**config.mk**
```make
export PLATFORM = sky130hd
export DESIGN_NAME = external_watchdog_supervisor_top
export DESIGN_NICKNAME = d
export VERILOG_FILES = /design/src/rtl/ewds_pkg.sv /design/src/rtl/external_watchdog_supervisor_top.sv /design/src/rtl/ewds_front.sv /design/src/rtl/ewds_queue.sv /design/src/rtl/ewds_back.sv
export SDC_FILE = /design/constraint.sdc
export NUM_CORES = 1
export LEC_CHECK = 0
export BUFFER_PORTS_ARGS = -buffer_cell sky130_fd_sc_hd__buf_4
export CAP_MARGIN = 20
export CORE_ASPECT_RATIO = 1.75
export CORE_MARGIN = 4
export CORE_UTILIZATION = 57
export DETAILED_ROUTE_END_ITERATION = 8
export PLACE_DENSITY = 0.85
export SLEW_MARGIN = 30
export SYNTH_ARGS = -nofsm -noshare
export SYNTH_HDL_FRONTEND = slang
export SYNTH_SLANG_ARGS = --single-unit
```
**constraint.sdc**
```tcl
create_clock -name clk -period 11.05 [get_ports clk]
set_clock_uncertainty 0.05 [all_clocks]
set_input_delay 2.21 -clock clk [delete_from_list [all_inputs] [get_ports clk]]
set_output_delay 2.21 -clock clk [all_outputs]
set_load 0.1 [all_outputs]
```
**src/rtl/ewds_pkg.sv**
```systemverilog
// ----------------------------------------------------------------------------
// ewds_pkg
// Shared types, codes and the interval base table of the watchdog supervisor.
// ----------------------------------------------------------------------------
package ewds_pkg;

	localparam int ELAPSED_BITS_DEF = 12;
	localparam int QUEUE_DEPTH      = 2;

	localparam int CFG_W      = 16;
	localparam int BASE_W     = 7;
	localparam int MULT_W     = 5;
	localparam int VALUE_W    = 16;
	localparam int BASE_COUNT = 7;

	localparam logic [BASE_W-1:0] BASE_RESET = 7'd15;
	localparam logic [MULT_W-1:0] MULT_RESET = 5'd8;
	localparam logic [CFG_W-1:0]  VERSION_RESET = 16'd130;
	localparam logic [CFG_W-1:0]  DATE_RESET    = 16'd147;

	// configuration register indexes
	localparam logic REG_VERSION = 1'b0;
	localparam logic REG_DATE    = 1'b1;

	// command codes
	localparam logic [7:0] CMD_PING      = 8'd0;
	localparam logic [7:0] CMD_UNLOCK    = 8'd1;
	localparam logic [7:0] CMD_LOCK      = 8'd2;
	localparam logic [7:0] CMD_VERSION   = 8'd3;
	localparam logic [7:0] CMD_DATE      = 8'd4;
	localparam logic [7:0] CMD_REBOOT    = 8'd6;
	localparam logic [7:0] CMD_TOGGLE    = 8'd7;
	localparam logic [7:0] CMD_ENABLE    = 8'd10;
	localparam logic [7:0] CMD_DISABLE   = 8'd11;
	localparam logic [7:0] CMD_HEARTBEAT = 8'd12;
	localparam logic [7:0] CMD_BASE_LO   = 8'd20;
	localparam logic [7:0] CMD_BASE_HI   = 8'd29;
	localparam logic [7:0] CMD_MULT_LO   = 8'd30;
	localparam logic [7:0] CMD_MULT_HI   = 8'd49;
	localparam logic [7:0] CMD_MULT_OFS  = 8'd29;

	// response kinds
	localparam logic [2:0] RK_SUCCESS = 3'd0;
	localparam logic [2:0] RK_ERROR   = 3'd1;
	localparam logic [2:0] RK_WARNING = 3'd2;
	localparam logic [2:0] RK_PING    = 3'd3;
	localparam logic [2:0] RK_LOCKED  = 3'd4;
	localparam logic [2:0] RK_VALUE   = 3'd5;

	localparam logic ACT_BUS   = 1'b0;
	localparam logic ACT_POWER = 1'b1;

	typedef struct packed {
		logic       kind;
		logic [7:0] command_byte;
	} in_item_t;

	typedef struct packed {
		logic               action;
		logic [2:0]         response_kind;
		logic [VALUE_W-1:0] response_value;
		logic               pin_output_mode;
		logic               monitoring_on;
		logic               last;
	} out_item_t;

	// one queued job: a single bus response, or a warning plus power cycle
	typedef struct packed {
		logic               dbl;
		logic [2:0]         rkind;
		logic [VALUE_W-1:0] value;
		logic               pin;
		logic               mon;
	} job_t;

	typedef struct packed {
		logic full;
		logic not_empty;
	} queue_stat_t;

	function automatic logic [BASE_W-1:0] base_lookup(input logic [2:0] sel);
		logic [BASE_W-1:0] v;
		unique case (sel)
			3'd0: v = 7'd1;
			3'd1: v = 7'd5;
			3'd2: v = 7'd10;
			3'd3: v = 7'd15;
			3'd4: v = 7'd30;
			3'd5: v = 7'd60;
			3'd6: v = 7'd90;
			default: v = 7'd1;
		endcase
		return v;
	endfunction

endpackage

```
**src/rtl/external_watchdog_supervisor_top.sv**
```systemverilog
// ----------------------------------------------------------------------------
// external_watchdog_supervisor_top
// Watchdog supervisor for a primary processor: bus commands, second ticks,
// timeout warning and power-cycle request.
// ----------------------------------------------------------------------------
// The front accepts one command byte or tick per cycle unless the queue is
// full, updates the supervisor state at the transfer and places any
// response job in a two-entry queue; the back turns each job into result
// transfers through a registered output. A command with one response
// sustains one item per cycle unless the output stalls; a reboot command or
// a timeout tick gives a warning and then a power-cycle transfer, so it
// holds the output register for both transfers. Items that give no
// response (toggle, ignored codes, idle ticks) never reach the queue.
// Input stall rises only when the queue is full. The version and date
// registers are written through cfg_we.
// ----------------------------------------------------------------------------
module external_watchdog_supervisor_top #(
	parameter int ELAPSED_BITS = ewds_pkg::ELAPSED_BITS_DEF
) (
	input  logic                       clk,
	input  logic                       arst_n,
	input  logic                       in_valid,
	output logic                       in_stall,
	input  ewds_pkg::in_item_t         in_data,
	output logic                       out_valid,
	input  logic                       out_stall,
	output ewds_pkg::out_item_t        out_data,
	input  logic                       cfg_we,
	input  logic                       cfg_index,
	input  logic [ewds_pkg::CFG_W-1:0] cfg_data
);
	import ewds_pkg::*;

	queue_stat_t q_stat;
	logic        push, pop;
	job_t        push_job, pop_job;

	ewds_front #(
		.ELAPSED_BITS(ELAPSED_BITS)
	) u_front (
		.clk      (clk),
		.arst_n   (arst_n),
		.in_valid (in_valid),
		.in_stall (in_stall),
		.in_data  (in_data),
		.cfg_we   (cfg_we),
		.cfg_index(cfg_index),
		.cfg_data (cfg_data),
		.q_stat   (q_stat),
		.push     (push),
		.push_job (push_job)
	);

	ewds_queue u_queue (
		.clk     (clk),
		.arst_n  (arst_n),
		.push    (push),
		.push_job(push_job),
		.pop     (pop),
		.pop_job (pop_job),
		.q_stat  (q_stat)
	);

	ewds_back u_back (
		.clk      (clk),
		.arst_n   (arst_n),
		.q_stat   (q_stat),
		.pop_job  (pop_job),
		.pop      (pop),
		.out_valid(out_valid),
		.out_stall(out_stall),
		.out_data (out_data)
	);

endmodule

```
**src/rtl/ewds_front.sv**
```systemverilog
// ----------------------------------------------------------------------------
// ewds_front
// Accepts commands and ticks, updates supervisor state and queues the jobs.
// ----------------------------------------------------------------------------
module ewds_front #(
	parameter int ELAPSED_BITS = ewds_pkg::ELAPSED_BITS_DEF
) (
	input  logic                          clk,
	input  logic                          arst_n,
	input  logic                          in_valid,
	output logic                          in_stall,
	input  ewds_pkg::in_item_t            in_data,
	input  logic                          cfg_we,
	input  logic                          cfg_index,
	input  logic [ewds_pkg::CFG_W-1:0]    cfg_data,
	input  ewds_pkg::queue_stat_t         q_stat,
	output logic                          push,
	output ewds_pkg::job_t                push_job
);
	import ewds_pkg::*;

	localparam int PROD_W = BASE_W + MULT_W;
	localparam int CMP_W  = (ELAPSED_BITS > PROD_W) ? ELAPSED_BITS : PROD_W;

	logic [CFG_W-1:0]        version_q, date_q;
	logic                    mon_q, open_q, pin_q;
	logic [BASE_W-1:0]       base_q;
	logic [MULT_W-1:0]       mult_q;
	logic [ELAPSED_BITS-1:0] elapsed_q;

	logic                    mon_n, open_n, pin_n;
	logic [BASE_W-1:0]       base_n;
	logic [MULT_W-1:0]       mult_n;
	logic [ELAPSED_BITS-1:0] elapsed_n, elapsed_inc;
	logic [PROD_W-1:0]       limit;
	logic                    timed_out, accept, do_push;
	job_t                    job;
	logic [7:0]              cmd;
	logic [7:0]              sel;

	assign in_stall = q_stat.full;
	assign accept   = in_valid && !in_stall;
	assign cmd      = in_data.command_byte;
	assign sel      = cmd - CMD_BASE_LO;

	assign limit       = PROD_W'(base_q) * PROD_W'(mult_q);
	assign elapsed_inc = (elapsed_q == {ELAPSED_BITS{1'b1}}) ? elapsed_q : elapsed_q + 1'b1;
	assign timed_out   = mon_q && (CMP_W'(elapsed_q) > CMP_W'(limit));

	always_comb begin
		mon_n     = mon_q;
		open_n    = open_q;
		pin_n     = pin_q;
		base_n    = base_q;
		mult_n    = mult_q;
		elapsed_n = elapsed_q;
		do_push   = 1'b0;
		job.dbl   = 1'b0;
		job.rkind = RK_SUCCESS;
		job.value = '0;
		if (in_data.kind) begin
			if (mon_q) begin
				if (CMP_W'(elapsed_inc) > CMP_W'(limit)) begin
					mon_n     = 1'b0;
					elapsed_n = '0;
					open_n    = 1'b0;
					do_push   = 1'b1;
					job.dbl   = 1'b1;
				end else begin
					elapsed_n = elapsed_inc;
				end
			end
		end else if (!timed_out) begin
			unique case (cmd)
				CMD_PING: begin
					do_push   = 1'b1;
					job.rkind = RK_PING;
				end
				CMD_UNLOCK: begin
					open_n  = 1'b1;
					do_push = 1'b1;
				end
				CMD_LOCK: begin
					open_n  = 1'b0;
					do_push = 1'b1;
				end
				CMD_VERSION: begin
					do_push   = 1'b1;
					job.rkind = RK_VALUE;
					job.value = version_q;
				end
				CMD_DATE: begin
					do_push   = 1'b1;
					job.rkind = RK_VALUE;
					job.value = date_q;
				end
				CMD_REBOOT: begin
					do_push = 1'b1;
					job.dbl = 1'b1;
				end
				CMD_TOGGLE: begin
					pin_n = !pin_q;
				end
				CMD_ENABLE: begin
					if (!mon_q) begin
						mon_n     = 1'b1;
						elapsed_n = '0;
						open_n    = 1'b0;
						do_push   = 1'b1;
					end
				end
				CMD_DISABLE: begin
					if (mon_q) begin
						mon_n     = 1'b0;
						elapsed_n = '0;
						open_n    = 1'b0;
						do_push   = 1'b1;
					end
				end
				CMD_HEARTBEAT: begin
					if (mon_q) begin
						elapsed_n = '0;
						open_n    = 1'b0;
						do_push   = 1'b1;
					end
				end
				default: begin
					if (cmd >= CMD_BASE_LO && cmd <= CMD_BASE_HI) begin
						do_push = 1'b1;
						if (!open_q) begin
							job.rkind = RK_LOCKED;
						end else if (sel < 8'(BASE_COUNT)) begin
							base_n    = base_lookup(sel[2:0]);
							job.rkind = RK_VALUE;
							job.value = VALUE_W'(base_n);
						end else begin
							job.rkind = RK_ERROR;
						end
					end else if (cmd >= CMD_MULT_LO && cmd <= CMD_MULT_HI) begin
						do_push = 1'b1;
						if (!open_q) begin
							job.rkind = RK_LOCKED;
						end else begin
							mult_n    = MULT_W'(cmd - CMD_MULT_OFS);
							job.rkind = RK_VALUE;
							job.value = VALUE_W'(mult_n);
						end
					end
				end
			endcase
		end
		job.pin = pin_n;
		job.mon = mon_n;
	end

	assign push     = accept && do_push;
	assign push_job = job;

	always_ff @(posedge clk or negedge arst_n) begin
		if (!arst_n) begin
			version_q <= VERSION_RESET;
			date_q    <= DATE_RESET;
			mon_q     <= 1'b0;
			open_q    <= 1'b0;
			pin_q     <= 1'b0;
			base_q    <= BASE_RESET;
			mult_q    <= MULT_RESET;
			elapsed_q <= '0;
		end else begin
			if (cfg_we) begin
				unique case (cfg_index)
					REG_VERSION: version_q <= cfg_data;
					REG_DATE:    date_q    <= cfg_data;
					default:     ;
				endcase
			end
			if (accept) begin
				mon_q     <= mon_n;
				open_q    <= open_n;
				pin_q     <= pin_n;
				base_q    <= base_n;
				mult_q    <= mult_n;
				elapsed_q <= elapsed_n;
			end
		end
	end

endmodule

```
**src/rtl/ewds_queue.sv**
```systemverilog
// ----------------------------------------------------------------------------
// ewds_queue
// Short job queue between the command front and the response back.
// ----------------------------------------------------------------------------
module ewds_queue (
	input  logic                  clk,
	input  logic                  arst_n,
	input  logic                  push,
	input  ewds_pkg::job_t        push_job,
	input  logic                  pop,
	output ewds_pkg::job_t        pop_job,
	output ewds_pkg::queue_stat_t q_stat
);
	import ewds_pkg::*;

	localparam int PTR_W = (QUEUE_DEPTH > 1) ? $clog2(QUEUE_DEPTH) : 1;
	localparam int CNT_W = $clog2(QUEUE_DEPTH + 1);

	job_t             slot_q [QUEUE_DEPTH];
	logic [PTR_W-1:0] wr_q, rd_q;
	logic [CNT_W-1:0] count_q;
	logic             do_push, do_pop;

	assign q_stat.full      = (count_q == CNT_W'(QUEUE_DEPTH));
	assign q_stat.not_empty = (count_q != '0);
	assign do_push          = push && !q_stat.full;
	assign do_pop           = pop && q_stat.not_empty;
	assign pop_job          = slot_q[rd_q];

	function automatic logic [PTR_W-1:0] bump(input logic [PTR_W-1:0] p);
		return (p == PTR_W'(QUEUE_DEPTH - 1)) ? '0 : p + 1'b1;
	endfunction

	always_ff @(posedge clk) begin
		if (do_push) begin
			slot_q[wr_q] <= push_job;
		end
	end

	always_ff @(posedge clk or negedge arst_n) begin
		if (!arst_n) begin
			wr_q    <= '0;
			rd_q    <= '0;
			count_q <= '0;
		end else begin
			if (do_push) begin
				wr_q <= bump(wr_q);
			end
			if (do_pop) begin
				rd_q <= bump(rd_q);
			end
			unique case ({do_push, do_pop})
				2'b10:   count_q <= count_q + 1'b1;
				2'b01:   count_q <= count_q - 1'b1;
				default: ;
			endcase
		end
	end

endmodule

```
**src/rtl/ewds_back.sv**
```systemverilog
// ----------------------------------------------------------------------------
// ewds_back
// Expands queued jobs into result transfers through an output register.
// ----------------------------------------------------------------------------
module ewds_back (
	input  logic                  clk,
	input  logic                  arst_n,
	input  ewds_pkg::queue_stat_t q_stat,
	input  ewds_pkg::job_t        pop_job,
	output logic                  pop,
	output logic                  out_valid,
	input  logic                  out_stall,
	output ewds_pkg::out_item_t   out_data
);
	import ewds_pkg::*;

	logic      out_valid_q, second_q, hold_pin_q, hold_mon_q;
	out_item_t out_q;
	logic      advance;

	assign advance   = !out_valid_q || !out_stall;
	assign pop       = advance && !second_q && q_stat.not_empty;
	assign out_valid = out_valid_q;
	assign out_data  = out_q;

	always_ff @(posedge clk) begin
		if (advance) begin
			if (second_q) begin
				out_q.action          <= ACT_POWER;
				out_q.response_kind   <= RK_SUCCESS;
				out_q.response_value  <= '0;
				out_q.pin_output_mode <= hold_pin_q;
				out_q.monitoring_on   <= hold_mon_q;
				out_q.last            <= 1'b1;
			end else if (q_stat.not_empty) begin
				out_q.action          <= ACT_BUS;
				out_q.response_kind   <= pop_job.dbl ? RK_WARNING : pop_job.rkind;
				out_q.response_value  <= pop_job.dbl ? '0 : pop_job.value;
				out_q.pin_output_mode <= pop_job.pin;
				out_q.monitoring_on   <= pop_job.mon;
				out_q.last            <= !pop_job.dbl;
				hold_pin_q            <= pop_job.pin;
				hold_mon_q            <= pop_job.mon;
			end
		end
	end

	always_ff @(posedge clk or negedge arst_n) begin
		if (!arst_n) begin
			out_valid_q <= 1'b0;
			second_q    <= 1'b0;
		end else if (advance) begin
			if (second_q) begin
				// power-cycle transfer follows the warning
				out_valid_q <= 1'b1;
				second_q    <= 1'b0;
			end else if (q_stat.not_empty) begin
				out_valid_q <= 1'b1;
				second_q    <= pop_job.dbl;
			end else begin
				out_valid_q <= 1'b0;
			end
		end
	end

endmodule
```
### Word-level counts from Yosys, hierarchy flattened

Memories as Yosys holds them, arrays and structs flattened.
Index checks and enable logic that the tools add are counted.

| operators by class | value |
|---|---|
| order comparisons | 7 |
| equality and inequality tests | 24 |
| multipliers | 1 |
| multiplexer cells | 60 |
| reductions and logical operators | 36 |
| add/sub/neg operators | 7 |
| bitwise logic cells | 6 |

Operators by type and width:

| kind | count |
|---|---|
| 2-to-1 mux 12 bit | 7 |
| 2-to-1 mux 19 bit | 3 |
| one-hot mux 16 bit (3 select lines) | 1 |
| one-hot mux 7 bit (6 select lines) | 1 |
| 2-to-1 mux 1 bit | 32 |
| 2-to-1 mux 16 bit | 2 |
| equality test 8 x 3 -> 1 bit (second input constant) | 3 |
| equality test 8 x 4 -> 1 bit (second input constant) | 3 |
| greater-than comparator 12 bit | 2 |
| one-hot mux 12 bit (2 select lines) | 1 |
| 2-to-1 mux 23 bit | 1 |
| AND reduction 7 bit | 3 |
| 2-to-1 mux 20 bit | 1 |
| equality test 8 x 2 -> 1 bit (second input constant) | 2 |
| >= comparator 8 x 5 -> 1 bit (second input constant) | 2 |
| adder 12 x 1 -> 12 bit (second input constant) | 1 |
| equality test 12 bit (second input constant) | 1 |
| multiplier 7 x 5 -> 12 bit | 1 |
| 2-to-1 mux 3 bit | 4 |
| OR reduction 10 bit | 1 |
| equality test 3 bit (second input constant) | 3 |
| logical AND 1 bit | 9 |
| one-hot mux 3 bit (3 select lines) | 1 |
| equality test 8 x 1 -> 1 bit (second input constant) | 1 |
| other kinds (34) | 55 |

| word-level totals | value |
|---|---|
| bits in writable memories | 44 |
| output and inout port bits | 25 |
| input port bits | 31 |
| word-level logic and storage cells | 163 |
| memories | 1 |
| flip-flop bits (word level) | 90 |

Memories:

| memory | words | bits a word | read ports | clocked after Yosys merged registers in | write ports | RTL line | source |
|---|---|---|---|---|---|---|---|
| u_queue.slot_q | 2 | 22 | 1 | 0 | 1 | ewds_queue.sv:19 | `job_t slot_q [QUEUE_DEPTH];` |

### Longest topological paths before layout

| logic depth | value |
|---|---|
| depth in word-level cells | 11 |
| depth in mapped cells | 27 |
| gate-level depth less buffers | 27 |

### By module

A second synthesis with hierarchy kept.

| unflattened totals | value |
|---|---|
| cell total of the unflattened synthesis | 745 |
| area, all modules | 8,226.6 µm² |

Modules (own cells, without submodules):

| module | cells each | area an instance (µm²) | seq. area each (µm²) | times used |
|---|---|---|---|---|
| ewds_front | 597 | 5,385.2 | 1,490.2 | 1 |
| ewds_queue | 86 | 1,783.0 | 1,421.4 | 1 |
| ewds_back | 62 | 1,058.5 | 800.8 | 1 |

### Worst setup path before layout

Ideal clock, no wire load.

| timing path | value |
|---|---|
| kind | flip-flop to flip-flop |
| from | register u_front.mult_q[3] |
| to | memory u_queue.slot_q[1][0] in the netlist's numbering (enable) |
| library setup time | 0.401 ns |
| data required time | 10.599 ns |
| arrival | 6.133 ns |
| buffers on the path | 0 |
| cell stages (with the launch flop) | 25 |
| path slack | 4.466 ns |
| period minus slack after synthesis | 6.584 ns |
| cells stage by stage | dfstp_2 -> inv_1 -> nor2_1 -> fa_1 -> fa_1 -> inv_1 -> fa_1 -> inv_1 -> ha_1 -> o21ai_1 -> o21bai_1 -> a21oi_1 -> o21bai_1 -> a21oi_1 -> xor2_1 -> ha_1 -> a211oi_1 -> o21ai_1 -> o21ai_1 -> a21oi_1 -> a211oi_4 -> o41ai_4 -> a21o_2 -> a21o_1 -> nor2_1 |

| between the ends | value |
|---|---|
| longest elaborated chain between the ends | 9 |
| elaborated cells between the ends (all ways) | 12 |
| those cells by class | 1 x mul; 2 x order compare; 6 x mux; 3 x reduce/logical |

Ends and longest elaborated chain:

| element | RTL line | source |
|---|---|---|
| start, declared | ewds_front.sv:28 | `logic [MULT_W-1:0] mult_q;` |
| start signal, assigned | ewds_front.sv:182 | `mult_q <= mult_n;` |
| multiplier 7 x 5 -> 12 bit * | ewds_front.sv:46 | `assign limit = PROD_W'(base_q) * PROD_W'(mult_q);` |
| greater-than comparator 12 bit (on tied branches) | ewds_front.sv:63, ewds_front.sv:48 |  |
| 2-to-1 mux 1 bit / logical AND 1 bit (equally long branches) | ewds_front.sv:63, ewds_front.sv:48 |  |
| 2-to-1 mux 1 bit (on tied branches) | ewds_front.sv:62, ewds_front.sv:73 |  |
| 2-to-1 mux 1 bit * | ewds_front.sv:61 | `if (in_data.kind) begin` |
| logical AND 1 bit * | ewds_front.sv:156 | `assign push = accept && do_push;` |
| logical AND 1 bit * | ewds_queue.sv:26 | `assign do_push = push && !q_stat.full;` |
| 2-to-1 mux 1 bit * | ewds_queue.sv:35 | `if (do_push) begin` |
| 2-to-1 mux 1 bit (implied by the code) * | ewds_queue.sv:36 | `slot_q[wr_q] <= push_job;` |
| end, declared | ewds_queue.sv:19 |  |

Every way passes the cells marked *; elsewhere a longest branch is shown, timed or not.

### Worst setup path in the final report

| timing path | value |
|---|---|
| from | register u_front.mult_q[3] |
| to | register u_front.elapsed_q[2] |

| between the ends | value |
|---|---|
| longest elaborated chain between the ends | 5 |
| elaborated cells between the ends (all ways) | 9 |
| those cells by class | 1 x mul; 2 x order compare; 1 x eq/ne; 3 x mux; 2 x reduce/logical |

Ends and longest elaborated chain:

| element | RTL line | source |
|---|---|---|
| multiplier 7 x 5 -> 12 bit * | ewds_front.sv:46 |  |
| greater-than comparator 12 bit (on tied branches) | ewds_front.sv:48, ewds_front.sv:63 |  |
| logical AND 1 bit / 2-to-1 mux 12 bit (equally long branches) | ewds_front.sv:48, ewds_front.sv:63 |  |
| != test 2 bit (no line) / 2-to-1 mux 12 bit (equally long branches) | n/a |  |
| AND reduction 6 bit (no line) / 2-to-1 mux 12 bit (equally long branches) | n/a |  |
| end signal, assigned | ewds_front.sv:183 | `elapsed_q <= elapsed_n;` |
| end, declared | ewds_front.sv:29 | `logic [ELAPSED_BITS-1:0] elapsed_q;` |

Every way passes the cells marked *; elsewhere a longest branch is shown, timed or not. The select of a mux whose other input is x is not followed.
A chain may end at the register's enable or synchronous reset.

==> flow_metrics.env <==
export IMPL_status="finished, final reports clean"
export IMPL_initial_core_util_pct=58.6
export IMPL_via_per_inst=6.07
export IMPL_grt_pass1_vias=6160
export IMPL_start_kind="flip-flop"
export IMPL_fin_util_pct=67.0
export IMPL_final_seq_area_mm2=0.00371
export IMPL_cts_hold_buf=0
export IMPL_syn_area_per_cell_um2=11.1
export IMPL_power_leakage_nw=3.94
export IMPL_cp_arrival_ns=6.89
export IMPL_antenna_violating_nets_post_route=0
export IMPL_core_mm2=0.0135
export IMPL_fillers=971
export IMPL_yosys_cell_count_top_type="edfxtp_1"
export IMPL_synthFlopType="edfxtp_1"
export IMPL_cts_tree="built"
export IMPL_die_area_mm2=0.0159
export IMPL_peakVddDrop_mv=0.128
export IMPL_drive_above_1_share_pct=21.1
export IMPL_ios=56
export IMPL_synth_distinct_cells=69
export IMPL_firstDrtPassIters=5
export IMPL_cts_resized=0
export IMPL_gp_congestion=0.987
export IMPL_cts_buffer_depth=2
export IMPL_cp_startpoint="u_front.mult_q[3]"
export IMPL_grt_usage_pct=23.6
export IMPL_area_delta_synth_final_pct=14.4
export IMPL_post_cts_buffers=0
export IMPL_critPathKind="flip-flop to flip-flop"
export IMPL_clk_pin_slew_ns=0.07
export IMPL_synth_edff_count=69
export IMPL_die_h_um=164
export IMPL_rows=56
export IMPL_synth_area_mm2=0.00793
export IMPL_dp_hpwl_um=13600
export IMPL_ys_top_cells_by_area="edfxtp_1, dfrtp_1, ha_1"
export IMPL_power_density_mw_per_mm2=225
export IMPL_fmax_ghz=0.151
export IMPL_fin_crit_sh_pct=60.1
export IMPL_setup_tns_ns=0
export IMPL_port_buffers=55
export IMPL_drc=0
export IMPL_avgRoutedWirePerCell_um=19.0
export IMPL_async_flop_share_pct=48.5
export IMPL_rsz0062_at_grt="no"
export IMPL_die_w_um=97.2
export IMPL_synth_top_cell_by_area="edfxtp_1"
export IMPL_clock_latency_ns=0.42
export IMPL_rrSetupSlack_ns=4.41
export IMPL_antenna_found_initial=0
export IMPL_power_mw=2.04
export IMPL_insertedDiodeCount=0
export IMPL_routed_wl_um=18000
export IMPL_clock_sinks=134
export IMPL_yosys_register_bits=134
export IMPL_synth_top_area_share_pct=26.1
export IMPL_fin_hold_ws_ns=0.459
export IMPL_cp_end_kind="flip-flop"
export IMPL_yosys_warnings=0
export IMPL_cp_endpoint="u_front.elapsed_q[2]"
export IMPL_synth_top_cells_by_count="edfxtp_1, nor2_1, dfrtp_1"
export IMPL_finalSetupViolCount=0
export IMPL_cap_viol_max_count=0
export IMPL_synthesis_instances=713
export IMPL_grt_pass1_wl_um=29800
export IMPL_grt_overflow=0
export IMPL_cts_buffers=17
export IMPL_multi_input_area_mm2=0.00392
export IMPL_cts_root_buf="clkbuf_16"
export IMPL_max_slew_margin_pct=41.7
export IMPL_final_hold_viol_count=0
export IMPL_crit_fanout=14
export IMPL_reg2regPathDepth=24
export IMPL_r2r_end="u_front.elapsed_q[2]"
export IMPL_yosysSeqAreaShare_pct=46.8
export IMPL_vias=5771
export IMPL_r2r_start="u_front.mult_q[3]"
export IMPL_min_period_ns=6.64
export IMPL_layout_nets=862
export IMPL_tightestPinTransition_ns=0.868
export IMPL_worstPathRequired_ns=11.31
export IMPL_grt_max_degree=66
export IMPL_maxSlewViolCount=0
export IMPL_syn_num_nets=811
export IMPL_hold_class="flip-flop to flip-flop"
export IMPL_htree_num_levels=4
export IMPL_drt_iter0_drc=385
through the flow:
stage                     cells  area, um2  setup slack [ns]
after global routing        951       9070              3.91
after floorplan             713       7930              4.47
final                       951       9070              4.41
after CTS                   951       9070              4.45
after global placement      919       8470              4.69
after detailed placement    919       8480              4.45
layer usage:
layer / vias to the layer above / GRT usage, % / wire length (um)
met5: - / 0 / 0
met4: 0 / 16.0 / 1150
met3: 77 / 4.50 / 723
met2: 221 / 44.8 / 9920
met1: 2806 / 22.8 / 6250
li1: 2667 / - / -
worst min path at each step:
stage,from,endpoint,depth (start not counted)
after floorplan,u_back.second_q,u_back.out_data[22],0
after global placement,u_front.pin_q,u_front.pin_q,1
after detailed placement,u_front.date_q[13],u_front.date_q[13],1
after CTS,u_front.pin_q,u_front.pin_q,1
after global routing,u_front.date_q[10],u_front.date_q[10],1
final,u_front.pin_q,u_front.pin_q,1
state kept, by name, summed over array words and instances, names as in the netlist, 2 cells and up:
signal and cells:
u_front.date_q 16, u_queue.count_q 2, u_front.version_q 16, u_front.mult_q 5, u_front.elapsed_q 12, u_back.out_data 23, u_front.base_q 7, u_queue.slot_q 44
cells by family after synthesis:
| group | Yosys count | share of synthesized area, % |
|---|---|---|
| AO/OA/AOI/OAI | 139 | 12.8 |
| XOR/XNOR | 24 | 2.65 |
| adder cells (fa/ha/maj) | 67 | 12.0 |
| buffers and inverters | 77 | 3.87 |
| flip-flops | 134 | 46.8 |
| multiplexers | 70 | 9.64 |
| AND/OR/NAND/NOR | 202 | 12.2 |
layout by cell type, fill, tap and decap left out, drive strengths merged, types with 4 or more instances in the layout:
master  instances
dfstp          11
o21ai          31
a21oi          25
xnor2          15
nor2           68
edfxtp         69
a22oi          12
and2           18
nor2b           9
nand2          54
ha             52
inv            58
nor3b           4
o22ai           6
nand2b          6
o21a            6
buf            59
nor3           10
a211oi         10
a21o            5
mux2i          25
fa             15
xor2            9
a31oi           6
clkbuf         17
nand3          14
mux2           45
clkinv          5
dfrtp          54
a22o           10
nand4          10
layout make-up:
class	count	area share [%]
multi-input combinational	502	43.2
sequential	134	41.0
timing repair buffer	59	4.89
clock buffer	17	4.69
tap	174	2.40
inverter	50	2.07
clock inverter	15	1.75
worst max-delay path, stage by stage (launching register included):
cell	delay, ns
dfstp_2	0.58
inv_1	0.07
nor2_1	0.15
fa_1	0.47
fa_1	0.56
inv_1	0.06
fa_1	0.53
inv_1	0.04
ha_1	0.35
o21ai_1	0.16
o21bai_1	0.09
a21oi_1	0.24
o21bai_1	0.09
a21oi_1	0.19
xor2_1	0.24
ha_1	0.31
nand4_1	0.11
o32a_1	0.14
o21ai_1	0.05
a21oi_1	0.29
nor2_1	0.19
o2111a_1	0.26
o21ai_1	0.69
nor2b_1	0.33
a22o_1	0.28
power by group:
part	total (mW)	switching, mW	internal (mW)
Clock	0.550	0.249	0.301
Sequential	0.698	0.0782	0.620
Combinational	0.789	0.537	0.251
Power figures use the tool's default switching activity.
